File: src/design/deq_pkg.sv
// shared codes, widths and control types of the double-ended queue
package deq_pkg;

    // fixed field widths on the stream ports
    localparam int FUNC_W   = 3;
    localparam int DATA_W   = 32;
    localparam int STATUS_W = 2;
    localparam int OCC_W    = 5;

    // packed stream widths, padded to whole bytes
    localparam int S_TDATA_W = ((FUNC_W + DATA_W + 7) / 8) * 8;
    localparam int M_TDATA_W = ((STATUS_W + DATA_W + OCC_W + 7) / 8) * 8;

    // default sizes
    localparam int CAPACITY_DEF      = 16;
    localparam int ELEMENT_WIDTH_DEF = 32;

    // operation codes
    localparam logic [FUNC_W-1:0] FUNC_PUSH_BACK  = 3'd0;
    localparam logic [FUNC_W-1:0] FUNC_PUSH_FRONT = 3'd1;
    localparam logic [FUNC_W-1:0] FUNC_POP_FRONT  = 3'd2;
    localparam logic [FUNC_W-1:0] FUNC_POP_BACK   = 3'd3;
    localparam logic [FUNC_W-1:0] FUNC_PEEK_FRONT = 3'd4;
    localparam logic [FUNC_W-1:0] FUNC_PEEK_BACK  = 3'd5;

    // status codes
    localparam logic [STATUS_W-1:0] ST_DONE  = 2'd0;
    localparam logic [STATUS_W-1:0] ST_EMPTY = 2'd1;
    localparam logic [STATUS_W-1:0] ST_FULL  = 2'd2;

    // control from the index unit to the memory and result logic
    typedef struct packed {
        logic                wr_en;
        logic                rd_en;
        logic [STATUS_W-1:0] status;
    } t_deq_ctl;

endpackage

File: src/design/deq_ptr.sv
// front and back indices, element count and operation decode
module deq_ptr
    import deq_pkg::*;
#(
    parameter int CAPACITY = CAPACITY_DEF,
    parameter int IDX_W    = $clog2(CAPACITY),
    parameter int CNT_W    = $clog2(CAPACITY + 1)
) (
    input  logic              i_clk,
    input  logic              i_rst_n,
    input  logic              i_fire,
    input  logic [FUNC_W-1:0] i_func,
    output t_deq_ctl          o_ctl,
    output logic [IDX_W-1:0]  o_wr_addr,
    output logic [IDX_W-1:0]  o_rd_addr,
    output logic [CNT_W-1:0]  o_count,
    output logic [CNT_W-1:0]  o_count_next
);

    localparam logic [IDX_W-1:0] LAST_SLOT = IDX_W'(CAPACITY - 1);
    localparam logic [CNT_W-1:0] FULL_CNT  = CNT_W'(CAPACITY);

    logic [IDX_W-1:0] r_front, n_front;
    logic [IDX_W-1:0] r_back, n_back;
    logic [CNT_W-1:0] r_count, n_count;
    logic [IDX_W-1:0] front_next, front_prev, back_next, back_prev;
    logic             is_push, is_read, full, empty;

    // ring neighbors with wrap at the capacity
    assign front_next = (r_front == LAST_SLOT) ? '0 : r_front + 1'b1;
    assign front_prev = (r_front == '0) ? LAST_SLOT : r_front - 1'b1;
    assign back_next  = (r_back == LAST_SLOT) ? '0 : r_back + 1'b1;
    assign back_prev  = (r_back == '0) ? LAST_SLOT : r_back - 1'b1;

    assign is_push = (i_func == FUNC_PUSH_BACK) || (i_func == FUNC_PUSH_FRONT);
    assign is_read = (i_func == FUNC_POP_FRONT) || (i_func == FUNC_POP_BACK)
                  || (i_func == FUNC_PEEK_FRONT) || (i_func == FUNC_PEEK_BACK);
    assign full    = (r_count == FULL_CNT);
    assign empty   = (r_count == '0);

    // operation decode and next index values
    always_comb begin
        n_front          = r_front;
        n_back           = r_back;
        n_count          = r_count;
        o_ctl            = '0;
        o_ctl.status     = ST_DONE;
        o_wr_addr        = r_back;
        o_rd_addr        = r_front;
        if (is_push && full) begin
            o_ctl.status = ST_FULL;
        end else if (is_read && empty) begin
            o_ctl.status = ST_EMPTY;
        end else begin
            unique case (i_func)
                FUNC_PUSH_BACK: begin
                    o_ctl.wr_en = 1'b1;
                    o_wr_addr   = r_back;
                    n_back      = back_next;
                    n_count     = r_count + 1'b1;
                end
                FUNC_PUSH_FRONT: begin
                    o_ctl.wr_en = 1'b1;
                    o_wr_addr   = front_prev;
                    n_front     = front_prev;
                    n_count     = r_count + 1'b1;
                end
                FUNC_POP_FRONT: begin
                    o_ctl.rd_en = 1'b1;
                    o_rd_addr   = r_front;
                    n_front     = front_next;
                    n_count     = r_count - 1'b1;
                end
                FUNC_POP_BACK: begin
                    o_ctl.rd_en = 1'b1;
                    o_rd_addr   = back_prev;
                    n_back      = back_prev;
                    n_count     = r_count - 1'b1;
                end
                FUNC_PEEK_FRONT: begin
                    o_ctl.rd_en = 1'b1;
                    o_rd_addr   = r_front;
                end
                FUNC_PEEK_BACK: begin
                    o_ctl.rd_en = 1'b1;
                    o_rd_addr   = back_prev;
                end
                default: begin
                end
            endcase
        end
    end

    // index and count registers update on each accepted transfer
    always_ff @(posedge i_clk) begin
        if (!i_rst_n) begin
            r_front <= '0;
            r_back  <= '0;
            r_count <= '0;
        end else if (i_fire) begin
            r_front <= n_front;
            r_back  <= n_back;
            r_count <= n_count;
        end
    end

    assign o_count      = r_count;
    assign o_count_next = n_count;

endmodule

File: src/design/double_ended_queue_unit.sv
// Bounded double-ended queue held in a ring of CAPACITY elements in one synchronous memory.
// Each transfer on the slave stream carries one operation (push back, push front, pop front,
// pop back, peek front, peek back) and yields exactly one result on the master stream with a
// status, the element read and the element count after the operation. Pushes, rejected
// operations and unused codes go straight to the output register; pops and peeks first
// wait for the registered read of the element memory. A result waiting in the output register
// holds off the next operation until the master side takes it, which may be in the same
// cycle. The memory needs no clearing after reset, since only live entries are ever read.
module double_ended_queue_unit
    import deq_pkg::*;
#(
    parameter int CAPACITY      = CAPACITY_DEF,
    parameter int ELEMENT_WIDTH = ELEMENT_WIDTH_DEF
) (
    input  logic                 i_clk,
    input  logic                 i_rst_n,
    input  logic                 i_s_tvalid,
    output logic                 o_s_tready,
    input  logic [S_TDATA_W-1:0] i_s_tdata,   // func, data_in
    output logic                 o_m_tvalid,
    input  logic                 i_m_tready,
    output logic [M_TDATA_W-1:0] o_m_tdata    // status, data_out, occupancy
);

    localparam int IDX_W = $clog2(CAPACITY);
    localparam int CNT_W = $clog2(CAPACITY + 1);

    localparam logic S_IDLE = 1'b0;
    localparam logic S_READ = 1'b1;

    logic [ELEMENT_WIDTH-1:0] mem [CAPACITY];

    logic                     r_state, n_state;
    logic                     r_out_valid;
    logic [STATUS_W-1:0]      r_status;
    logic [OCC_W-1:0]         r_occ;
    logic                     r_sel_mem;
    logic [ELEMENT_WIDTH-1:0] r_rd_data;

    logic                     fire;
    logic [FUNC_W-1:0]        func;
    logic [DATA_W-1:0]        data_in;
    logic [63:0]              wr_wide;
    logic [63:0]              rd_wide;
    logic [DATA_W-1:0]        data_out;
    t_deq_ctl                 ctl;
    logic [IDX_W-1:0]         wr_addr;
    logic [IDX_W-1:0]         rd_addr;
    logic [CNT_W-1:0]         count;
    logic [CNT_W-1:0]         count_next;

    // unpack the slave transfer
    assign func    = i_s_tdata[FUNC_W-1:0];
    assign data_in = i_s_tdata[FUNC_W +: DATA_W];
    assign wr_wide = 64'(data_in);

    // take a new operation when idle and the result slot frees up
    assign o_s_tready = (r_state == S_IDLE) && (!r_out_valid || i_m_tready);
    assign fire       = i_s_tvalid && o_s_tready;

    deq_ptr #(
        .CAPACITY (CAPACITY),
        .IDX_W    (IDX_W),
        .CNT_W    (CNT_W)
    ) u_ptr (
        .i_clk        (i_clk),
        .i_rst_n      (i_rst_n),
        .i_fire       (fire),
        .i_func       (func),
        .o_ctl        (ctl),
        .o_wr_addr    (wr_addr),
        .o_rd_addr    (rd_addr),
        .o_count      (count),
        .o_count_next (count_next)
    );

    // element memory, one write or one registered read per cycle
    always_ff @(posedge i_clk) begin
        if (fire && ctl.wr_en) begin
            mem[wr_addr] <= wr_wide[ELEMENT_WIDTH-1:0];
        end
        if (fire && ctl.rd_en) begin
            r_rd_data <= mem[rd_addr];
        end
    end

    // sequencer: reads wait in S_READ for memory data
    always_comb begin
        n_state = r_state;
        unique case (r_state)
            S_IDLE: begin
                if (fire && ctl.rd_en) begin
                    n_state = S_READ;
                end
            end
            S_READ: begin
                n_state = S_IDLE;
            end
            default: begin
                n_state = S_IDLE;
            end
        endcase
    end

    // result register control
    always_ff @(posedge i_clk) begin
        if (!i_rst_n) begin
            r_state     <= S_IDLE;
            r_out_valid <= 1'b0;
        end else begin
            r_state <= n_state;
            if (r_state == S_READ) begin
                r_out_valid <= 1'b1;
            end else if (fire) begin
                r_out_valid <= !ctl.rd_en;
            end else if (i_m_tready) begin
                r_out_valid <= 1'b0;
            end
        end
    end

    // result payload captured at the transfer
    always_ff @(posedge i_clk) begin
        if (fire) begin
            r_status  <= ctl.status;
            r_occ     <= OCC_W'(count_next);
            r_sel_mem <= ctl.rd_en;
        end
    end

    // pack the master transfer
    assign rd_wide    = 64'(r_rd_data);
    assign data_out   = r_sel_mem ? rd_wide[DATA_W-1:0] : '0;
    assign o_m_tvalid = r_out_valid;
    assign o_m_tdata  = M_TDATA_W'({r_occ, data_out, r_status});

`ifndef SYNTHESIS
    // a read operation always spends its next cycle waiting for memory data
    a_read_wait: assert property (@(posedge i_clk) disable iff (!i_rst_n)
        (fire && ctl.rd_en) |=> (r_state == S_READ))
        else $error("read did not enter the wait state");

    // no operation is taken while memory data is pending
    a_no_take_in_read: assert property (@(posedge i_clk) disable iff (!i_rst_n)
        (r_state == S_READ) |-> !o_s_tready)
        else $error("operation taken during pending read");

    // a result appears right after the memory wait
    a_result_after_read: assert property (@(posedge i_clk) disable iff (!i_rst_n)
        (r_state == S_READ) |=> o_m_tvalid)
        else $error("read result not presented");

    // element count stays within the capacity
    a_count_range: assert property (@(posedge i_clk) disable iff (!i_rst_n)
        count <= CNT_W'(CAPACITY))
        else $error("element count beyond capacity");

    // memory is never written and read by the same operation
    a_port_excl: assert property (@(posedge i_clk) disable iff (!i_rst_n)
        !(ctl.wr_en && ctl.rd_en))
        else $error("memory read and write together");
`endif

endmodule
File: config.mk
export PLATFORM = sky130hd
export DESIGN_NAME = double_ended_queue_unit
export DESIGN_NICKNAME = d
export VERILOG_FILES = /design/src/design/deq_pkg.sv /design/src/design/deq_ptr.sv /design/src/design/double_ended_queue_unit.sv
export SDC_FILE = /design/constraint.sdc
export NUM_CORES = 1
export LEC_CHECK = 0
export ABC_AREA = 0
export BUFFER_PORTS_ARGS = -buffer_cell sky130_fd_sc_hd__buf_2
export CAP_MARGIN = 10
export CORE_MARGIN = 5
export CORE_UTILIZATION = 40
export CTS_CLUSTER_SIZE = 8
export DETAILED_ROUTE_END_ITERATION = 10
export PLACE_DENSITY_LB_ADDON = 0.25
export SLEW_MARGIN = 30
export SYNTH_ARGS = -nofsm -noshare
export SYNTH_HDL_FRONTEND = slang
export SYNTH_SLANG_ARGS = --single-unit
File: constraint.sdc
create_clock -name i_clk -period 4.09 [get_ports i_clk]
set_input_delay 0 -clock i_clk [delete_from_list [all_inputs] [get_ports i_clk]]
set_output_delay 0 -clock i_clk [all_outputs]
set_load 0.05 [all_outputs]
# After elaboration in Yosys (flattened, before gate mapping)
# Memories as Yosys holds them, arrays and structs flattened. A register that Yosys moved wholly into a read port is not among the register bits.
# Cells that the tools add are included.
[word_totals]
reg_bits = 23
ramBits = 512
input_bits = 44
out_inout_bits = 42
elab_cells = 80
mem_count = 1
[memory_table]
columns = ["name", "depth", "width", "read_ports", "rd_ports_with_merged_regs", "wr", "line_no", "text"]
rows = [
  ["mem", 16, 32, 1, 1, 1, "double_ended_queue_unit.sv:31", "logic [ELEMENT_WIDTH-1:0] mem [CAPACITY];"],
]
[op_classes]
n_addsub = 6
n_eq_ne = 8
muxes = 28
n_bitwise = 3
n_reduce_logical = 26
[op_table]
columns = ["operator", "n"]
rows = [
  ["4-bit two-way mux", 10],
  ["32-bit two-way mux", 1],
  ["4-bit case mux with 2 select lines", 2],
  ["5-bit two-way mux", 2],
  ["5-bit case mux with 2 select lines", 1],
  ["1-bit two-way mux", 9],
  ["4-bit by 1-bit adder with 4-bit output (second input constant)", 2],
  ["4-bit == test (second input constant)", 2],
  ["4-bit zero test", 2],
  ["4-bit AND reduction", 2],
  ["4-bit by 1-bit subtractor with 4-bit output (second input constant)", 2],
  ["3-bit by 2-bit == test with 1-bit output (second input constant)", 2],
  ["3-bit == test (second input constant)", 2],
  ["1-bit logical AND", 6],
  ["2-bit OR reduction", 3],
  ["5-bit by 1-bit adder with 5-bit output (second input constant)", 1],
  ["5-bit == test (second input constant)", 1],
  ["5-bit zero test", 1],
  ["1-bit logical OR", 5],
  ["5-bit by 1-bit subtractor with 5-bit output (second input constant)", 1],
  ["2-bit two-way mux", 2],
  ["2-bit nonzero test", 2],
  ["4-bit OR reduction", 1],
  ["3-bit by 1-bit == test with 1-bit output (second input constant)", 1],
  ["5 further kinds", 8],
]

# Logic depth before layout (Yosys ltp)
[logic_depth]
depth_word = 10
depth_mapped = 11
ltp_nobuf = 10

# Hierarchy
# A second synthesis with hierarchy kept.
[hier_totals]
cells_unflattened = 1077
hier_area_um2 = 22049.9
[by_module_without_submodules]
columns = ["mod", "n_inst", "cells_per_inst", "area_per_inst_um2", "seq_area_each_um2"]
rows = [
  ["double_ended_queue_unit", 1, 896, 20734.9, 16615.9],
  ["deq_ptr", 1, 181, 1315.0, 260.2],
]

# Worst setup path after synthesis
# OpenSTA, ideal clock, no wires.
[synth_path]
path_kind = "flip-flop to flip-flop"
start = "reg r_out_valid (netlist: o_m_tvalid)"
end = "mem mem[13][0] (netlist name) (enable)"
setup_time_ns = 0.421
t_arrival_ns = 3.716
t_required_ns = 3.669
path_slack_ns = -0.047
stages_incl_launch_ff = 6
n_path_buf = 0
period_less_slack_ns = 4.137
cell_sequence = "dfxtp_1 > a21oi_1 > nand3_1 > nor3_1 > nand2b_1 > nor2_1"
[synth_between]
elab_chain_cells = 7
[synth_rtl]
columns = ["element", "line_no", "text"]
rows = [
  ["from (decl)", "double_ended_queue_unit.sv:34", "logic r_out_valid;"],
  ["from (signal assigned)", "double_ended_queue_unit.sv:115", "r_out_valid <= !ctl.rd_en;"],
  ["1-bit zero test", "double_ended_queue_unit.sv:58", "assign o_s_tready = (r_state == S_IDLE) && (!r_out_valid || i_m_tready);"],
  ["1-bit logical OR", "double_ended_queue_unit.sv:58", ""],
  ["1-bit logical AND", "double_ended_queue_unit.sv:58", ""],
  ["net o_s_tready", "double_ended_queue_unit.sv:18", "output logic o_s_tready,"],
  ["1-bit logical AND", "double_ended_queue_unit.sv:59", "assign fire = i_s_tvalid && o_s_tready;"],
  ["1-bit logical AND", "double_ended_queue_unit.sv:79", "if (fire && ctl.wr_en) begin"],
  ["1-bit two-way mux", "double_ended_queue_unit.sv:79", ""],
  ["1-bit two-way mux (implied by the code)", "double_ended_queue_unit.sv:80", "mem[wr_addr] <= wr_wide[ELEMENT_WIDTH-1:0];"],
  ["to (decl)", "double_ended_queue_unit.sv:31", ""],
]
# The timed path passes the listed nets, and every way through them passes these cells.

# Worst setup path in the final report
[layout_path]
start = "reg u_ptr.r_count[1] (netlist: u_ptr.o_count[1])"
end = "mem mem[4][6] (netlist name) (enable)"
[layout_between]
elab_chain_cells = 7
word_cells_on_any_way = 11
classes_between = "eq/ne: 1; mux: 6; reduce/logical: 4"
[layout_rtl]
columns = ["element", "line_no", "text"]
rows = [
  ["from (decl)", "deq_ptr.sv:25", "logic [CNT_W-1:0] r_count, n_count;"],
  ["from (signal assigned)", "deq_ptr.sv:103", "r_count <= n_count;"],
  ["5-bit zero test", "deq_ptr.sv:39", "assign empty = (r_count == '0);"],
  ["1-bit logical AND", "deq_ptr.sv:52", "end else if (is_read && empty) begin"],
  ["2-bit two-way mux", "deq_ptr.sv:52", ""],
  ["2-bit two-way mux", "deq_ptr.sv:50", "if (is_push && full) begin"],
  ["1-bit logical AND", "double_ended_queue_unit.sv:79", ""],
  ["1-bit two-way mux", "double_ended_queue_unit.sv:79", ""],
  ["1-bit two-way mux (implied by the code)", "double_ended_queue_unit.sv:80", ""],
]
# Parallel ways exist; a longest one is shown, timed or not.

==> impl_metrics.toml <==
[grt]
grt_pass1_vias = 13988
antenna_found_initial = 1
grt_pass1_wl_um = 86540
gr-usage-all-layers = 0.1860
grt_max_degree = 108
grt_overflow = 0

[logic_synthesis]
synth.area.top_cells = "edfxtp_1, nand2_1, a21oi_1"
ys_seq_elements = 567
syn_area_mm2 = 0.02259
synth.net_count = 1713
synth_top_area_frac = 0.7336
yosysMostFrequentCell = "edfxtp_1"
synth_ff_type = "edfxtp_1"
synth_cells = 1661
yosysWarningCount = 0
ys_types = 49
yosys.area.top_type = "edfxtp_1"
avgSynthCellArea_um2 = 13.60
ys_top_cells_by_count = "edfxtp_1, nand2_1, a21oi_1, a32oi_1, clkbuf_1"
synth_edf_count = 552
async_reset_ff_frac = 0
ys_seq_area_frac = 0.7469

[critical_path]
critPathArrivalTime_ns = 3.77
crit_chain = "nor4_1 -> nand2_1 -> and3_1 -> mux2i_1 -> nor3_1 -> nand2_1 -> nor2_4 -> buf_4"
path_delay_family = "simple AND/OR/NAND/NOR gates"
end_kind = "flip-flop"
crit_fanout = 10
startpoint_type = "flip-flop"
max_stage_delay_ns = 0.69
cp.required_ns = 4.37
cpMostUsedCell = "nand2_1"
cpMaxStageDelayCell = "nor4_1"
worst-path-stages = 8
worstSetupPathType = "reg -> reg"
worst-path-buf-inv = 1
reg2reg_depth = 8

[detailed_routing]
via_count = 14092
postRouteAntennaNets = 0
detail_route.wirelength_um = 57280
met3_length_um = 2932
dr_wl_met2_um = 27910
wl_met1_um = 25050
wl_per_cell_um = 22.27
via_per_inst = 5.479
drt_iter0_drc = 1048
drcViolationCount = 0
dr.pass1.iters = 6
dr.max_layer_used = "met4"

[clocking]
cts_resized = 0
clk_pin_slew_ns = 0.05
root_buffer = "clkbuf_16"
post_cts_buffers = 0
cts_buffer_depth = 3
clock_latency_ns = 0.60
clock-sinks = 567
htree_levels = 3
postCtsHoldBufs = 38
cts_buffers = 80
cts_tree = "yes"

[place]
dp_hpwl_um = 30630
dp_cells = 2441
post_dp_cell_area_mm2 = 0.02418
portBuffers = 79
place_congestion = 0.7329

[sta]
skew_ns = 0.01715
setup-violations-final = 0
tightest_slew_ns = 0.9214
min_period_ns = 3.492
rsz0062_at_grt = "false"
fmax_mhz = 286.4
relSlewSlack = 0.3843
period_share = 0.8538
final_hold_viol_count = 0
maxSlewViolCount = 0

[cells_and_area]
syn_to_final_growth_pct = 18.07
finalNonFillerCells = 2572
nets = 1857
layout-drive-gt1-share = 0.1361
fin_area_mm2 = 0.02668

[pwr]
cellLeakagePower_nw = 9.168
ir_drop_mv = 0.3125
power_per_cell_area_mw_per_mm2 = 517.9

[hold_path]
hold_path_depth = 6
hp-class = "in -> reg"

[floorplan]
die_w_um = 247.7
coreArea_mm2 = 0.05617
dieArea_mm2 = 0.06134
placementRows = 87
pin_count = 86
die_y_um = 247.7
start_util = 0.4023

[run]
maxCapViolations = 0

[status]
outcome = "completed"
placed cells by master (no fill, tap or decap), types with 19 or more instances in the layout:
cell,Yosys,final
and2_1,33,33
a32oi_1,96,96
nor2_4,0,19
a21oi_1,174,174
o311ai_1,32,32
buf_4,15,39
nand2_1,440,439
nor2_1,40,21
edfxtp_1,552,552
clkbuf_16,0,80
dlygate4sd3_1,0,38
buf_2,43,79
a22oi_1,32,32
nand3_1,37,37
layout make-up:
type,count,area [um2]
Timing Repair Buffer,170,1349
Inverter,16,60.06
Multi-Input combinational cell,970,5330
Fill cell,4952,29490
Tap cell,756,945.9
Sequential cell,567,16880
Clock inverter,6,88.84
Clock buffer,86,2024
Antenna cell,1,2.502
stage by stage:
step                      utilization  TNS (ns)  power [mW]  hold WS (ns)  worst slack (ns)
after floorplan                     -    -11.92       7.655       0.09887          -0.04742
after global placement         0.4305         0       8.125        0.3102            0.6904
after detailed placement       0.4305         0       8.156        0.3072            0.6149
after CTS                      0.4749         0       13.95       0.05505            0.6059
after global routing           0.4749         0       14.36        0.1450            0.3621
final                          0.4749         0       13.81       0.09665            0.5978
path summary, 6_finish.rpt:
check	startpoint	endpoint	slack [ns]
worst max-delay path	u_ptr.o_count[1]	mem[4][6]	0.60
worst max register to register	u_ptr.o_count[1]	mem[4][6]	0.60
worst min-delay path	i_m_tready	u_ptr.o_count[4]	0.1
worst min register to register	u_ptr.r_front[2]	u_ptr.r_front[2]	0.58
registers in the layout, summed over array words and instances (netlist names):
| register | cells |
|---|---|
| mem | 512 |
| r_rd_data | 32 |
| r_occ | 5 |
| u_ptr.o_count | 5 |
| u_ptr.r_back | 4 |
| u_ptr.r_front | 4 |
| r_status | 2 |
| o_m_tvalid | 1 |
| r_sel_mem | 1 |
| r_state | 1 |
cell families (layout without fill, tap and decap cells):
kind of cell             count (synthesis)  in the layout  share of synthesized area
AND/OR/NAND/NOR                        571            571                     0.1032
AO/OA/AOI/OAI                          369            369                     0.1097
multiplexers                             9              9                   0.004486
other                                    1              2                  0.0001660
adder cells (fa/ha/maj)                  8              8                   0.004762
XOR/XNOR                                12             12                   0.004652
flip-flops                             567            567                     0.7469
buffers and inverters                  124            278                    0.02614
worst reg2reg max path, delay by kind of cell, from the launching register on:
kind	cells	cell delay, ns
flops	1	0.35
simple gates	6	2.29
mux	1	0.19
buf+inv	1	0.33
report_power, final:
part | switching (mW) | total (mW) | internal, mW | leakage (nW)
combinational | 1.06 | 1.56 | 0.497 | 3.04
clock | 2.28 | 5.74 | 3.46 | 1.03
sequential | 0.0312 | 6.51 | 6.48 | 5.10
metal layers:
metal	up-vias	global-route usage
li1	6499	-
met1	7134	0.2497
met2	369	0.3085
met3	90	0.03543
met4	0	0.05989
met5	-	0
No activity file was read; power rests on OpenSTA's default activity.
